### config.mk
export PLATFORM = sky130hd
export DESIGN_NAME = bounded_deque_with_search_unit
export DESIGN_NICKNAME = d
export VERILOG_FILES = /design/src/hw/rtl/bdqs_pkg.sv /design/src/hw/rtl/bdqs_ram.sv /design/src/hw/rtl/bdqs_ctrl.sv /design/src/hw/rtl/bdqs_dpath.sv /design/src/hw/rtl/bounded_deque_with_search_unit.sv
export SDC_FILE = /design/constraint.sdc
export NUM_CORES = 1
export LEC_CHECK = 0
export BUFFER_PORTS_ARGS = -buffer_cell sky130_fd_sc_hd__buf_2
export CORE_ASPECT_RATIO = 0.8
export CORE_MARGIN = 10
export CORE_UTILIZATION = 39
export DETAILED_ROUTE_END_ITERATION = 7
export PLACE_DENSITY = 0.57
export SYNTH_ARGS = -nofsm -noshare
export SYNTH_HDL_FRONTEND = slang
export SYNTH_SLANG_ARGS = --single-unit
### constraint.sdc
create_clock -name aclk -period 3.91 [get_ports aclk]
set_clock_uncertainty 0.05 [all_clocks]
set_input_delay 0.782 -clock aclk [delete_from_list [all_inputs] [get_ports aclk]]
set_output_delay 0.782 -clock aclk [all_outputs]
set_load 0.02 [all_outputs]
### src/hw/rtl/bdqs_pkg.sv
// ---------------------------------------------------------------------------
// bdqs_pkg
// Shared request and status codes, field widths and the control/status
// bundles passed between the deque controller and its datapath.
// ---------------------------------------------------------------------------
package bdqs_pkg;

    localparam int REQ_W    = 3;
    localparam int DATA_W   = 32;
    localparam int STATUS_W = 2;
    localparam int INDEX_W  = 5;

    localparam logic [REQ_W-1:0] REQ_PUSH_FRONT = 3'd0;
    localparam logic [REQ_W-1:0] REQ_PUSH_BACK  = 3'd1;
    localparam logic [REQ_W-1:0] REQ_POP_FRONT  = 3'd2;
    localparam logic [REQ_W-1:0] REQ_POP_BACK   = 3'd3;
    localparam logic [REQ_W-1:0] REQ_SEARCH     = 3'd4;

    localparam logic [STATUS_W-1:0] ST_DONE  = 2'd0;
    localparam logic [STATUS_W-1:0] ST_EMPTY = 2'd1;
    localparam logic [STATUS_W-1:0] ST_FULL  = 2'd2;

    localparam logic signed [INDEX_W-1:0] FOUND_NONE = 5'sb11111;

    typedef struct packed {
        logic take;         // input transfer: update pointers, start search
        logic scan;         // advance the search pipeline
        logic src_scan;     // result comes from the search, not the request
        logic load_out;     // new result into output register
        logic load_hold;    // new result into hold register
        logic hold_to_out;  // hold register into output register
    } bdqs_cmd_t;

    typedef struct packed {
        logic is_search;
        logic empty;
        logic full;
        logic hit;
        logic miss;
    } bdqs_stat_t;

endpackage

### src/hw/rtl/bdqs_ram.sv
// ---------------------------------------------------------------------------
// bdqs_ram
// Generic single-write, single-read RAM with registered read data.
// ---------------------------------------------------------------------------
module bdqs_ram #(
    parameter int WIDTH = 32,
    parameter int DEPTH = 16
) (
    input  logic                     aclk,
    input  logic                     we,
    input  logic [$clog2(DEPTH)-1:0] waddr,
    input  logic [WIDTH-1:0]         wdata,
    input  logic [$clog2(DEPTH)-1:0] raddr,
    output logic [WIDTH-1:0]         rdata
);

    logic [WIDTH-1:0] mem [DEPTH];

    always_ff @(posedge aclk) begin
        if (we) begin
            mem[waddr] <= wdata;
        end
        rdata <= mem[raddr];
    end

endmodule

### src/hw/rtl/bdqs_ctrl.sv
// ---------------------------------------------------------------------------
// bdqs_ctrl
// Request sequencer: accepts requests, runs searches, and steers results
// into the output register or a one-deep hold register.
// ---------------------------------------------------------------------------
module bdqs_ctrl (
    input  logic                 aclk,
    input  logic                 aresetn,
    input  logic                 s_valid,
    output logic                 s_ready,
    output logic                 m_valid,
    input  logic                 m_ready,
    input  bdqs_pkg::bdqs_stat_t stat,
    output bdqs_pkg::bdqs_cmd_t  cmd
);
    import bdqs_pkg::*;

    typedef enum logic [1:0] {
        S_IDLE,
        S_SCAN,
        S_HOLD
    } state_t;

    state_t state_reg, state_next;
    logic   m_valid_reg, m_valid_next;
    logic   out_free;

    assign out_free = !m_valid_reg || m_ready;
    assign s_ready  = (state_reg == S_IDLE);
    assign m_valid  = m_valid_reg;

    always_comb begin
        state_next   = state_reg;
        m_valid_next = m_valid_reg && !m_ready;
        cmd          = '0;
        unique case (state_reg)
            S_IDLE: begin
                if (s_valid) begin
                    cmd.take = 1'b1;
                    if (stat.is_search && !stat.empty) begin
                        state_next = S_SCAN;
                    end else if (out_free) begin
                        cmd.load_out = 1'b1;
                        m_valid_next = 1'b1;
                    end else begin
                        cmd.load_hold = 1'b1;
                        state_next    = S_HOLD;
                    end
                end
            end
            S_SCAN: begin
                cmd.scan     = 1'b1;
                cmd.src_scan = 1'b1;
                if (stat.hit || stat.miss) begin
                    if (out_free) begin
                        cmd.load_out = 1'b1;
                        m_valid_next = 1'b1;
                        state_next   = S_IDLE;
                    end else begin
                        cmd.load_hold = 1'b1;
                        state_next    = S_HOLD;
                    end
                end
            end
            S_HOLD: begin
                if (out_free) begin
                    cmd.hold_to_out = 1'b1;
                    m_valid_next    = 1'b1;
                    state_next      = S_IDLE;
                end
            end
            default: begin
                state_next = S_IDLE;
            end
        endcase
    end

    always_ff @(posedge aclk) begin
        if (!aresetn) begin
            state_reg   <= S_IDLE;
            m_valid_reg <= 1'b0;
        end else begin
            state_reg   <= state_next;
            m_valid_reg <= m_valid_next;
        end
    end

endmodule

### src/hw/rtl/bdqs_dpath.sv
// ---------------------------------------------------------------------------
// bdqs_dpath
// Ring pointers, entry RAM, pipelined search compare and result registers.
// ---------------------------------------------------------------------------
module bdqs_dpath #(
    parameter int DEPTH = 16
) (
    input  logic                                 aclk,
    input  logic                                 aresetn,
    input  logic [bdqs_pkg::REQ_W-1:0]           s_req_type,
    input  logic signed [bdqs_pkg::DATA_W-1:0]   s_item_value,
    input  logic signed [bdqs_pkg::DATA_W-1:0]   s_search_key,
    output logic [bdqs_pkg::STATUS_W-1:0]        m_status,
    output logic signed [bdqs_pkg::INDEX_W-1:0]  m_found_index,
    input  bdqs_pkg::bdqs_cmd_t                  cmd,
    output bdqs_pkg::bdqs_stat_t                 stat
);
    import bdqs_pkg::*;

    localparam int PTR_W = $clog2(DEPTH);
    localparam int CNT_W = $clog2(DEPTH + 1);
    localparam logic [PTR_W-1:0] LAST_PTR = PTR_W'(DEPTH - 1);
    localparam logic [CNT_W-1:0] FULL_CNT = CNT_W'(DEPTH);
    localparam logic [CNT_W:0]   DEPTH_W  = (CNT_W + 1)'(DEPTH);

    logic [PTR_W-1:0]  front_reg, front_next;
    logic [CNT_W-1:0]  count_reg, count_next;
    logic [PTR_W-1:0]  scan_addr_reg, scan_addr_next;
    logic [CNT_W-1:0]  issue_cnt_reg, issue_cnt_next;
    logic [PTR_W-1:0]  cmp_idx_reg;
    logic              cmp_valid_reg, cmp_valid_next;
    logic [DATA_W-1:0] key_reg;
    logic [STATUS_W-1:0]       out_status_reg, hold_status_reg;
    logic signed [INDEX_W-1:0] out_found_reg, hold_found_reg;

    logic [PTR_W-1:0]  front_dec, front_inc, back_addr;
    logic [CNT_W:0]    back_sum;
    logic              full, empty, issue_go;
    logic              we;
    logic [PTR_W-1:0]  waddr;
    logic [DATA_W-1:0] rdata;
    logic              hit, miss;
    logic [STATUS_W-1:0]       imm_status, new_status;
    logic signed [INDEX_W-1:0] new_found;

    assign full      = (count_reg == FULL_CNT);
    assign empty     = (count_reg == '0);
    assign front_dec = (front_reg == '0) ? LAST_PTR : front_reg - 1'b1;
    assign front_inc = (front_reg == LAST_PTR) ? '0 : front_reg + 1'b1;
    assign back_sum  = (CNT_W + 1)'(front_reg) + (CNT_W + 1)'(count_reg);
    assign back_addr = (back_sum >= DEPTH_W) ? PTR_W'(back_sum - DEPTH_W)
                                             : PTR_W'(back_sum);

    always_comb begin
        we         = 1'b0;
        waddr      = back_addr;
        front_next = front_reg;
        count_next = count_reg;
        imm_status = ST_DONE;
        case (s_req_type)
            REQ_PUSH_FRONT: begin
                waddr = front_dec;
                if (full) begin
                    imm_status = ST_FULL;
                end else begin
                    we         = cmd.take;
                    front_next = front_dec;
                    count_next = count_reg + 1'b1;
                end
            end
            REQ_PUSH_BACK: begin
                if (full) begin
                    imm_status = ST_FULL;
                end else begin
                    we         = cmd.take;
                    count_next = count_reg + 1'b1;
                end
            end
            REQ_POP_FRONT, REQ_POP_BACK: begin
                if (empty) begin
                    imm_status = ST_EMPTY;
                end else begin
                    count_next = count_reg - 1'b1;
                    if (s_req_type == REQ_POP_FRONT) begin
                        front_next = front_inc;
                    end
                end
            end
            default: begin
            end
        endcase
    end

    bdqs_ram #(
        .WIDTH(DATA_W),
        .DEPTH(DEPTH)
    ) u_ram (
        .aclk  (aclk),
        .we    (we),
        .waddr (waddr),
        .wdata (s_item_value),
        .raddr (scan_addr_reg),
        .rdata (rdata)
    );

    // search: one read issued per cycle, compared in the next cycle
    assign issue_go       = (issue_cnt_reg < count_reg);
    assign scan_addr_next = (scan_addr_reg == LAST_PTR) ? '0 : scan_addr_reg + 1'b1;
    assign issue_cnt_next = issue_go ? issue_cnt_reg + 1'b1 : issue_cnt_reg;
    assign cmp_valid_next = cmd.scan && issue_go;
    assign hit  = cmp_valid_reg && (rdata == key_reg);
    assign miss = cmp_valid_reg && !hit && (CNT_W'(cmp_idx_reg) + 1'b1 == count_reg);

    assign stat.is_search = (s_req_type == REQ_SEARCH);
    assign stat.empty     = empty;
    assign stat.full      = full;
    assign stat.hit       = hit;
    assign stat.miss      = miss;

    assign new_status = cmd.src_scan ? ST_DONE : imm_status;
    assign new_found  = (cmd.src_scan && hit) ? INDEX_W'(cmp_idx_reg) : FOUND_NONE;

    always_ff @(posedge aclk) begin
        if (!aresetn) begin
            front_reg     <= '0;
            count_reg     <= '0;
            cmp_valid_reg <= 1'b0;
        end else begin
            if (cmd.take) begin
                front_reg     <= front_next;
                count_reg     <= count_next;
                cmp_valid_reg <= 1'b0;
            end else begin
                cmp_valid_reg <= cmp_valid_next;
            end
        end
    end

    always_ff @(posedge aclk) begin
        if (cmd.take) begin
            key_reg       <= s_search_key;
            scan_addr_reg <= front_reg;
            issue_cnt_reg <= '0;
        end else if (cmd.scan && issue_go) begin
            scan_addr_reg <= scan_addr_next;
            issue_cnt_reg <= issue_cnt_next;
            cmp_idx_reg   <= PTR_W'(issue_cnt_reg);
        end
        if (cmd.load_out) begin
            out_status_reg <= new_status;
            out_found_reg  <= new_found;
        end else if (cmd.hold_to_out) begin
            out_status_reg <= hold_status_reg;
            out_found_reg  <= hold_found_reg;
        end
        if (cmd.load_hold) begin
            hold_status_reg <= new_status;
            hold_found_reg  <= new_found;
        end
    end

    assign m_status      = out_status_reg;
    assign m_found_index = out_found_reg;

endmodule

### src/hw/rtl/bounded_deque_with_search_unit.sv
// ---------------------------------------------------------------------------
// bounded_deque_with_search_unit
// Bounded double-ended queue of signed 32-bit values with linear search.
//
// s_* channel: one request per transfer (push front/back, pop front/back,
// search). m_* channel: one result per request, status and found index.
// Push, pop, unused codes and empty-queue searches finish in the transfer
// cycle; the result is in the output or hold register on the next cycle,
// and if the output is free the next one is taken at once (one per cycle).
// A search on a non-empty queue reads the entry RAM once per cycle from the
// front, compare in the cycle after the read. The result is loaded at the
// first match, with its position from the front, or once the last entry
// has been compared with no match; s_ready stays low until then, so the
// next request is not taken before the result is loaded.
// Results go to the output register, or to a one-deep hold register when
// the output is still occupied; a stalled receiver then blocks new requests
// only once the hold register is full.
// Reset empties the queue (front and count cleared); RAM contents are left
// as they are, entries outside the held range are never compared.
// ---------------------------------------------------------------------------
module bounded_deque_with_search_unit #(
    parameter int DEPTH = 16
) (
    input  logic                                 aclk,
    input  logic                                 aresetn,
    input  logic                                 s_valid,
    output logic                                 s_ready,
    input  logic [bdqs_pkg::REQ_W-1:0]           s_req_type,
    input  logic signed [bdqs_pkg::DATA_W-1:0]   s_item_value,
    input  logic signed [bdqs_pkg::DATA_W-1:0]   s_search_key,
    output logic                                 m_valid,
    input  logic                                 m_ready,
    output logic [bdqs_pkg::STATUS_W-1:0]        m_status,
    output logic signed [bdqs_pkg::INDEX_W-1:0]  m_found_index
);
    import bdqs_pkg::*;

    bdqs_cmd_t  cmd;
    bdqs_stat_t stat;

    bdqs_ctrl u_ctrl (
        .aclk    (aclk),
        .aresetn (aresetn),
        .s_valid (s_valid),
        .s_ready (s_ready),
        .m_valid (m_valid),
        .m_ready (m_ready),
        .stat    (stat),
        .cmd     (cmd)
    );

    bdqs_dpath #(
        .DEPTH(DEPTH)
    ) u_dpath (
        .aclk          (aclk),
        .aresetn       (aresetn),
        .s_req_type    (s_req_type),
        .s_item_value  (s_item_value),
        .s_search_key  (s_search_key),
        .m_status      (m_status),
        .m_found_index (m_found_index),
        .cmd           (cmd),
        .stat          (stat)
    );

    a_search_blocks: assert property (@(posedge aclk) disable iff (!aresetn)
        (s_valid && s_ready && s_req_type == REQ_SEARCH && !stat.empty) |=> !s_ready)
        else $error("request taken while a search is running");

    a_result_route: assert property (@(posedge aclk) disable iff (!aresetn)
        $onehot0({cmd.load_out, cmd.load_hold, cmd.hold_to_out}))
        else $error("result routed to more than one register");

    a_count_bounds: assert property (@(posedge aclk) disable iff (!aresetn)
        !(stat.empty && stat.full))
        else $error("queue seen both empty and full");

    a_done_sets_valid: assert property (@(posedge aclk) disable iff (!aresetn)
        (cmd.load_out || cmd.hold_to_out) |=> m_valid)
        else $error("result loaded without output valid");

endmodule

==> results of run 1 <==
## where the power goes
part           switching [mW]  internal, mW
logic                   0.652         0.547
registers              0.0820          7.36
clock network            2.47          3.40
## worst max-delay path by stage
| stage | to | slack [ns] | cells past startpoint |
|---|---|---|---|
| global placement | u_dpath.u_ram.mem[1][21]$_DFFE_PP_ | 0.58 | 7 |
| CTS | u_dpath.m_found_index[1]$_DFFE_PP_ | 0.73 | 8 |
| finish | u_dpath.m_found_index[1]$_DFFE_PP_ | 0.78 | 7 |
| floorplan | u_dpath.u_ram.mem[0][0]$_DFFE_PP_ | 0.29 | 7 |
| detailed placement | u_dpath.u_ram.mem[4][21]$_DFFE_PP_ | 0.60 | 7 |
| global route | u_dpath.m_status[1]$_DFFE_PP_ | 0.58 | 8 |
## metrics by stage
stage               area, sq um   util  worst slack (ns)  power (mW)
finish                    27500  0.459             0.776        14.5
global route              27500  0.459             0.575        15.0
global placement          25400  0.425             0.576        8.80
CTS                       27500  0.459             0.725        14.7
floorplan                 23700      -             0.294        8.34
detailed placement        25400  0.425             0.597        8.81
## final cells by class
cell class              count  area, sq um  share of cell area
clock buffers              78         1590              0.0578
repair buffers            123          863              0.0314
multi-input cells         420         5550               0.202
clock inverters            34          418              0.0152
flip-flops and latches    616        18000               0.655
inverters                  15         56.3             0.00205
well taps                 779          975              0.0355
diodes                      3         7.51            0.000273
## per-layer routing
layer,vias up,track usage
li1,4815,-
met1,5927,0.215
met3,83,0.0285
met5,-,0
met4,2,0.0507
met2,262,0.229
## cell usage after synthesis, types with 5 or more instances
| library cell | number |
|---|---|
| nand3_1 | 8 |
| buf_1 | 7 |
| o211ai_1 | 6 |
| dfxtp_1 | 50 |
| buf_2 | 14 |
| ha_1 | 16 |
| clkbuf_1 | 22 |
| edfxtp_1 | 566 |
| xnor2_1 | 12 |
| mux4_2 | 160 |
| nor2_1 | 33 |
| a21oi_1 | 22 |
| xor2_1 | 37 |
| nand2_1 | 25 |
| nor2b_1 | 5 |
| inv_1 | 14 |
| nor3_1 | 9 |
| nor4_1 | 7 |
| o21ai_0 | 15 |
## critical path, cell delays in order, from the launching register on
cell and delay, ns:
edfxtp_1 0.38, xor2_1 0.17, nor4_1 0.53, nand4_1 0.20, buf_4 0.22, or4_1 0.70, a21boi_1 0.22, o21ai_2 0.33
## cells by family (layout without fill, tap and decap cells)
| family | Yosys count | count (layout) | share of synthesized area |
|---|---|---|---|
| AO/OA/AOI/OAI | 71 | 71 | 0.0206 |
| XOR/XNOR | 49 | 49 | 0.0181 |
| adder cells (fa/ha/maj) | 18 | 18 | 0.0101 |
| buffers and inverters | 60 | 250 | 0.0107 |
| flip-flops | 616 | 616 | 0.760 |
| multiplexers | 167 | 167 | 0.156 |
| other | 0 | 3 | 0 |
| AND/OR/NAND/NOR | 115 | 115 | 0.0250 |
==> summary.md, run 1 <==
| Metric | Value |
|---|---|
| Status | finished clean |
| Pleak | roughly 8.8 nW |
| Max H-tree Level | 2 |
| Post-synthesis register bit count | between 600 and 700 |
| Setup_tns | 0 ns |
| Max Root-Sink Buffers | 3 |
| Site Rows | 80 |
| Fraction of layout cells with a size suffix above 1 | 0.312 |
| Routed met1 length | about 25,000 um |
| Relative slew slack | 0.383 |
| WL/cell | between 20 and 30 um |
| DR WL met3 | 2740 um |
| Setup Buffers After CTS | 0 |
| Yosys top cell by area | edfxtp_1 |
| Most frequent cells in the layout | edfxtp_1, mux4_2, buf_2 |
| Max FFs per register | ~500 |
| Die width | 296 um |
| Mapped cell area | about 0.024 sq mm |
| Root Driver | clkbuf_16 |
| First-pass GRT wire length | slightly below 80,000 um |
| Initial antenna violation count | 5 |
| Max VDD drop | between 0.0003 and 0.0004 V |
| Final hold violations | 0 |
| Die Ht | around 240 um |
| Inst Count DP | around 2,000 |
| Worst Hold Path Cells | 1 |
| DR vias/cell | 5.36 |
| CTS Hold Bufs | 0 |
| Detailed router's first-iteration violation count | roughly 980 |
| R2R Path End | u_dpath.m_found_index[1]$_DFFE_PP_ |
| Arr. time, crit path | about 3.4 ns |
| CTS sink cnt | just over 600 |
| Non-filler instance count after layout | 2,068 |
| Worst skew pair latency | 0.65 ns |
| Die area | slightly above 0.07 sq mm |
| Final Wtd Congestion | approximately 0.76 |
| Register area share after synthesis | 0.760 |
| Warnings, synthesis | 0 |
| Slew @ Worst Pin | between 0.9 and 1 ns |
| Crit. End Element | flip-flop |
| Commonest non-fill, non-tap cell in the layout | edfxtp_1 |
| Required @ worst endpoint | 4.16 ns |
| Hold WS | between 0.2 and 0.3 ns |
| Largest net degree at the start of global routing | 85 |
| Number of global-route vias before repair | ~12,000 |
| Fin nets | about 1,300 |
| Total core area | approximately 0.060 sq mm |
| R2R depth | 7 |
| Fill cell count | approximately 5,000 |
| Hold path startpoint | s_search_key[21] |
| RSZ-0062 raised after global routing | false |
| Reg2Reg Setup Slack | 0.78 ns |
| Final setup viols | 0 |
| Number of port buffers | 79 |
| Synth async-reset ratio | 0 |
| # IOs | 80 |
| Syn Nets | 1,185 |
| EDFF count, synth | ~570 |
| Critical-path maximum fanout | 10 |
| Synth cell types | just under 60 |
| Ys flop type | edfxtp_1 |
| DRT antenna net count | 0 |
| Area Growth Syn to Fin | 15.9% |
| Yosys top cell area share | 0.718 |
| TritonCTS clock tree | done |
| Routed via count | 11,100 |
| Final period util | 0.802 |
| GR Util All Layers | 0.150 |
| Detailed-route DRC error count | 0 |
| Grt total ovfl | 0 |
| Post-DP HPWL | slightly above 30,000 um |
| Post-cts resize count | 0 |
| Hold WC Path Type | in2reg |
| Cts bufs inserted | 59 |
| Critical Path Start | u_dpath.key_reg[7]$_DFFE_PP_ |
| PwrDens | 529 mW/mm^2 |
| Setup CP Type | reg2reg |
| Final Max Tran Viols | 0 |
| Worst setup SP type | flip-flop |
| DR top layer | met5 |
| Max-Cap Viols | 0 |
| Total Wirelength | ~53,000 um |
| Avg Inst Size Synth | approximately 22 sq um |
| Min Clock Period, post-route | about 3.1 ns |
| Clock transition at path regs | roughly 0.06 ns |
| Met2 wire length | around 24,000 um |
| Critical R2R Launch | u_dpath.key_reg[7]$_DFFE_PP_ |
| Drt pass-1 iters | 5 |
| Initial core utilization | 0.396 |
| Worst Hold End | u_dpath.key_reg[21]$_DFFE_PP_ |
| Fmax | between 0.3 and 0.4 GHz |
| Synth area leaders | edfxtp_1, mux4_2, dfxtp_1, xor2_1, ha_1 |
| Post-synthesis cell count | 1,096 |
No activity file was read; power rests on OpenSTA's default activity.
==> run 2, diff against run 1 <==
==> constraint.sdc (replaced) <==
create_clock -name aclk -period 3.21 [get_ports aclk]
set_clock_uncertainty 0.05 [all_clocks]
set_input_delay 0.642 -clock aclk [delete_from_list [all_inputs] [get_ports aclk]]
set_output_delay 0.642 -clock aclk [all_outputs]
set_load 0.02 [all_outputs]
==> summary.md, run 2 (synthesis results as in run 1) <==
| Metric | Value |
|---|---|
| Status | finished clean (unchanged) |
| CP peak stage delay | 0.70 ns (about the same) |
| Final Max Tran Viols | 0 (unchanged) |
| PwrDens | 644 mW/mm^2 (was 529 mW/mm^2) |
| DR vias/cell | 5.38 (was 5.36) |
| Worst Hold End | u_dpath.key_reg[9]$_DFFE_PP_ (was u_dpath.key_reg[21]$_DFFE_PP_) |
| GR Util All Layers | 0.149 (was 0.150) |
| TritonCTS clock tree | done (unchanged) |
| Final Wtd Congestion | 0.745 (was 0.765) |
| CP max-delay cell | or4_1 (unchanged) |
| Largest net degree at the start of global routing | 66 (was 85) |
| Die area | 0.0711 sq mm (unchanged) |
| Max VDD drop | 0.000486 V (was 0.000364 V) |
| Switch share | 0.221 (about the same) |
| Commonest non-fill, non-tap cell in the layout | edfxtp_1 (unchanged) |
| Site Rows | 80 (unchanged) |
| Max-Cap Viols | 0 (unchanged) |
| Min Clock Period, post-route | 3.03 ns (was 3.13 ns) |
| DRT antenna net count | 0 (unchanged) |
| Required @ worst endpoint | 3.46 ns (was 4.16 ns) |
| Fin nets | 1,334 (was 1,324) |
| Setup WS post-layout | 0.179 ns (was 0.776 ns) |
| Crit path cell chain | xor2_1 -> nor4_4 -> nand4_1 -> or4_1 -> a21boi_1 -> o21ai_2 (was xor2_1 -> nor4_1 -> nand4_1 -> buf_4 -> or4_1 -> a21boi_1 -> o21ai_2) |
| Worst Hold Path Cells | 1 (unchanged) |
| Setup CP Type | reg2reg (unchanged) |
| Detailed-route DRC error count | 0 (unchanged) |
| R2R depth | 6 (was 7) |
| Pleak | 8.94 nW (was 8.81 nW) |
| Part of the power in combinational logic | 0.086 (was 0.083) |
| CTS Hold Bufs | 0 (unchanged) |
| WL/cell | 25.4 um (was 25.6 um) |
| Final period util | 0.944 (was 0.802) |
| Setup_tns | 0 ns (unchanged) |
| Inst Count DP | 1,961 (was 1,953) |
| P_int | 13.9 mW (was 11.3 mW) |
| Initial core utilization | 0.396 (unchanged) |
| R2R Path End | u_dpath.m_found_index[3]$_DFFE_PP_ (was u_dpath.m_found_index[1]$_DFFE_PP_) |
| Cts bufs inserted | 61 (was 59) |
| Hold path startpoint | s_search_key[9] (was s_search_key[21]) |
| Placed Instance Area | 0.0257 sq mm (was 0.0254 sq mm) |
| Post-DP HPWL | 31,300 um (was 30,300 um) |
| Final hold violations | 0 (unchanged) |
| Total core area | 0.0599 sq mm (unchanged) |
| Non-filler instance count after layout | 2,077 (was 2,068) |
| Critical R2R Launch | u_dpath.key_reg[6]$_DFFE_PP_ (was u_dpath.key_reg[7]$_DFFE_PP_) |
| Initial antenna violation count | 2 (was 5) |
| Power Total | 17.9 mW (was 14.5 mW) |
| Final core utilization | 0.464 (was 0.459) |
| Clock transition at path regs | 0.06 ns (about the same) |
| Final setup viols | 0 (unchanged) |
| RSZ-0062 raised after global routing | false (unchanged) |
| Sequential Power Share | 0.507 (was 0.513) |
| Critical-path maximum fanout | 7 (was 10) |
| Fraction of layout cells with a size suffix above 1 | 0.320 (was 0.312) |
| Number of port buffers | 79 (unchanged) |
| Routed via count | 11,200 (was 11,100) |
| First-pass GRT wire length | 78,500 um (was 78,700 um) |
| Hold WS | 0.116 ns (was 0.254 ns) |
| Most frequent cells in the layout | edfxtp_1, mux4_2, buf_2 (unchanged) |
| Place WS | -0.242 ns (was 0.597 ns) |
| Fmax | 0.330 GHz (was 0.319 GHz) |
| Reg2Reg Setup Slack | 0.18 ns (was 0.78 ns) |
| Worst skew pair latency | 0.65 ns (about the same) |
| Slew @ Worst Pin | 0.712 ns (was 0.926 ns) |
| Relative slew slack | 0.521 (was 0.383) |
| Root Driver | clkbuf_16 (unchanged) |
| # IOs | 80 (unchanged) |
| CTS sink cnt | 616 (unchanged) |
| Total Wirelength | 52,800 um (was 52,900 um) |
| Max Root-Sink Buffers | 3 (unchanged) |
| Drt pass-1 iters | 5 (unchanged) |
| Crit. End Element | flip-flop (unchanged) |
| Detailed router's first-iteration violation count | 888 (was 984) |
| NetSw | 3.96 mW (was 3.21 mW) |
| Number of global-route vias before repair | 11,700 (was 11,500) |
| Hold WC Path Type | in2reg (unchanged) |
| Die Ht | 240 um (unchanged) |
| Area Growth Syn to Fin | 17.4% (was 15.9%) |
| Clock Power Share | 0.407 (was 0.405) |
| Max H-tree Level | 2 (unchanged) |
| Worst setup SP type | flip-flop (unchanged) |
| Arr. time, crit path | 3.28 ns (was 3.38 ns) |
| Max FFs per register | 512 (unchanged) |
| Final instance area | 0.0278 sq mm (was 0.0275 sq mm) |
| Die width | 296 um (unchanged) |
| Grt total ovfl | 0 (unchanged) |
## run 2: timing repair
item	in CTS	in global routing
pin swaps	0	0
buffers inserted	0	0
endpoints found under the setup margin	25	15
gates resized for setup	2	1
## run 2: how the worst max path moves through the flow
stage | start | end | slack, ns | cells past startpoint
after global routing | u_dpath.key_reg[30]$_DFFE_PP_ | u_dpath.m_status[0]$_DFFE_PP_ | 0.14 | 6
after floorplan | u_ctrl.state_reg[1]$_SDFFE_PN0P_ | u_dpath.u_ram.mem[12][0]$_DFFE_PP_ | -0.41 | 7
after detailed placement | u_dpath.key_reg[6]$_DFFE_PP_ | u_dpath.m_found_index[0]$_DFFE_PP_ | -0.24 | 6
final | u_dpath.key_reg[6]$_DFFE_PP_ | u_dpath.m_found_index[3]$_DFFE_PP_ | 0.18 | 6
after CTS | u_dpath.key_reg[6]$_DFFE_PP_ | u_dpath.m_found_index[1]$_DFFE_PP_ | 0.05 | 6
after global placement | u_dpath.key_reg[6]$_DFFE_PP_ | u_dpath.m_found_index[0]$_DFFE_PP_ | -0.23 | 6
## run 2: critical path: cells and delay by family, from the launching register on
family | cells | cell delay [ns]
AO/OA/AOI/OAI | 2 | 0.50
flip-flops | 1 | 0.40
AND/OR/NAND/NOR | 3 | 1.52
XOR/XNOR | 1 | 0.22
## run 2: power by group through the flow
stage	Sequential, mW	Clock [mW]	Combinational [mW]
2_1_floorplan	9.21	0	0.956
3_3_place_gp	9.24	0	1.55
4_1_cts	9.07	7.47	1.56
6_report	9.07	7.29	1.54
3_5_place_dp	9.24	0	1.55
5_1_grt	9.08	7.83	1.65
## run 2: layout make-up
cell class	count	area, sq um
diodes	1	2.50
clock buffers	88	1710
clock inverters	27	363
fillers	4966	32100
inverters	15	56.3
multi-input cells	420	5580
flip-flops and latches	616	18000
well taps	779	975
repair buffers	131	1120
## run 2: routing by layer
metal,share of wire,track usage,up-vias
li1,-,-,4846
met1,0.46,0.214,5959
met2,0.46,0.233,316
met3,0.061,0.0309,56
met4,0.013,0.0321,4
met5,0.00059,0,-
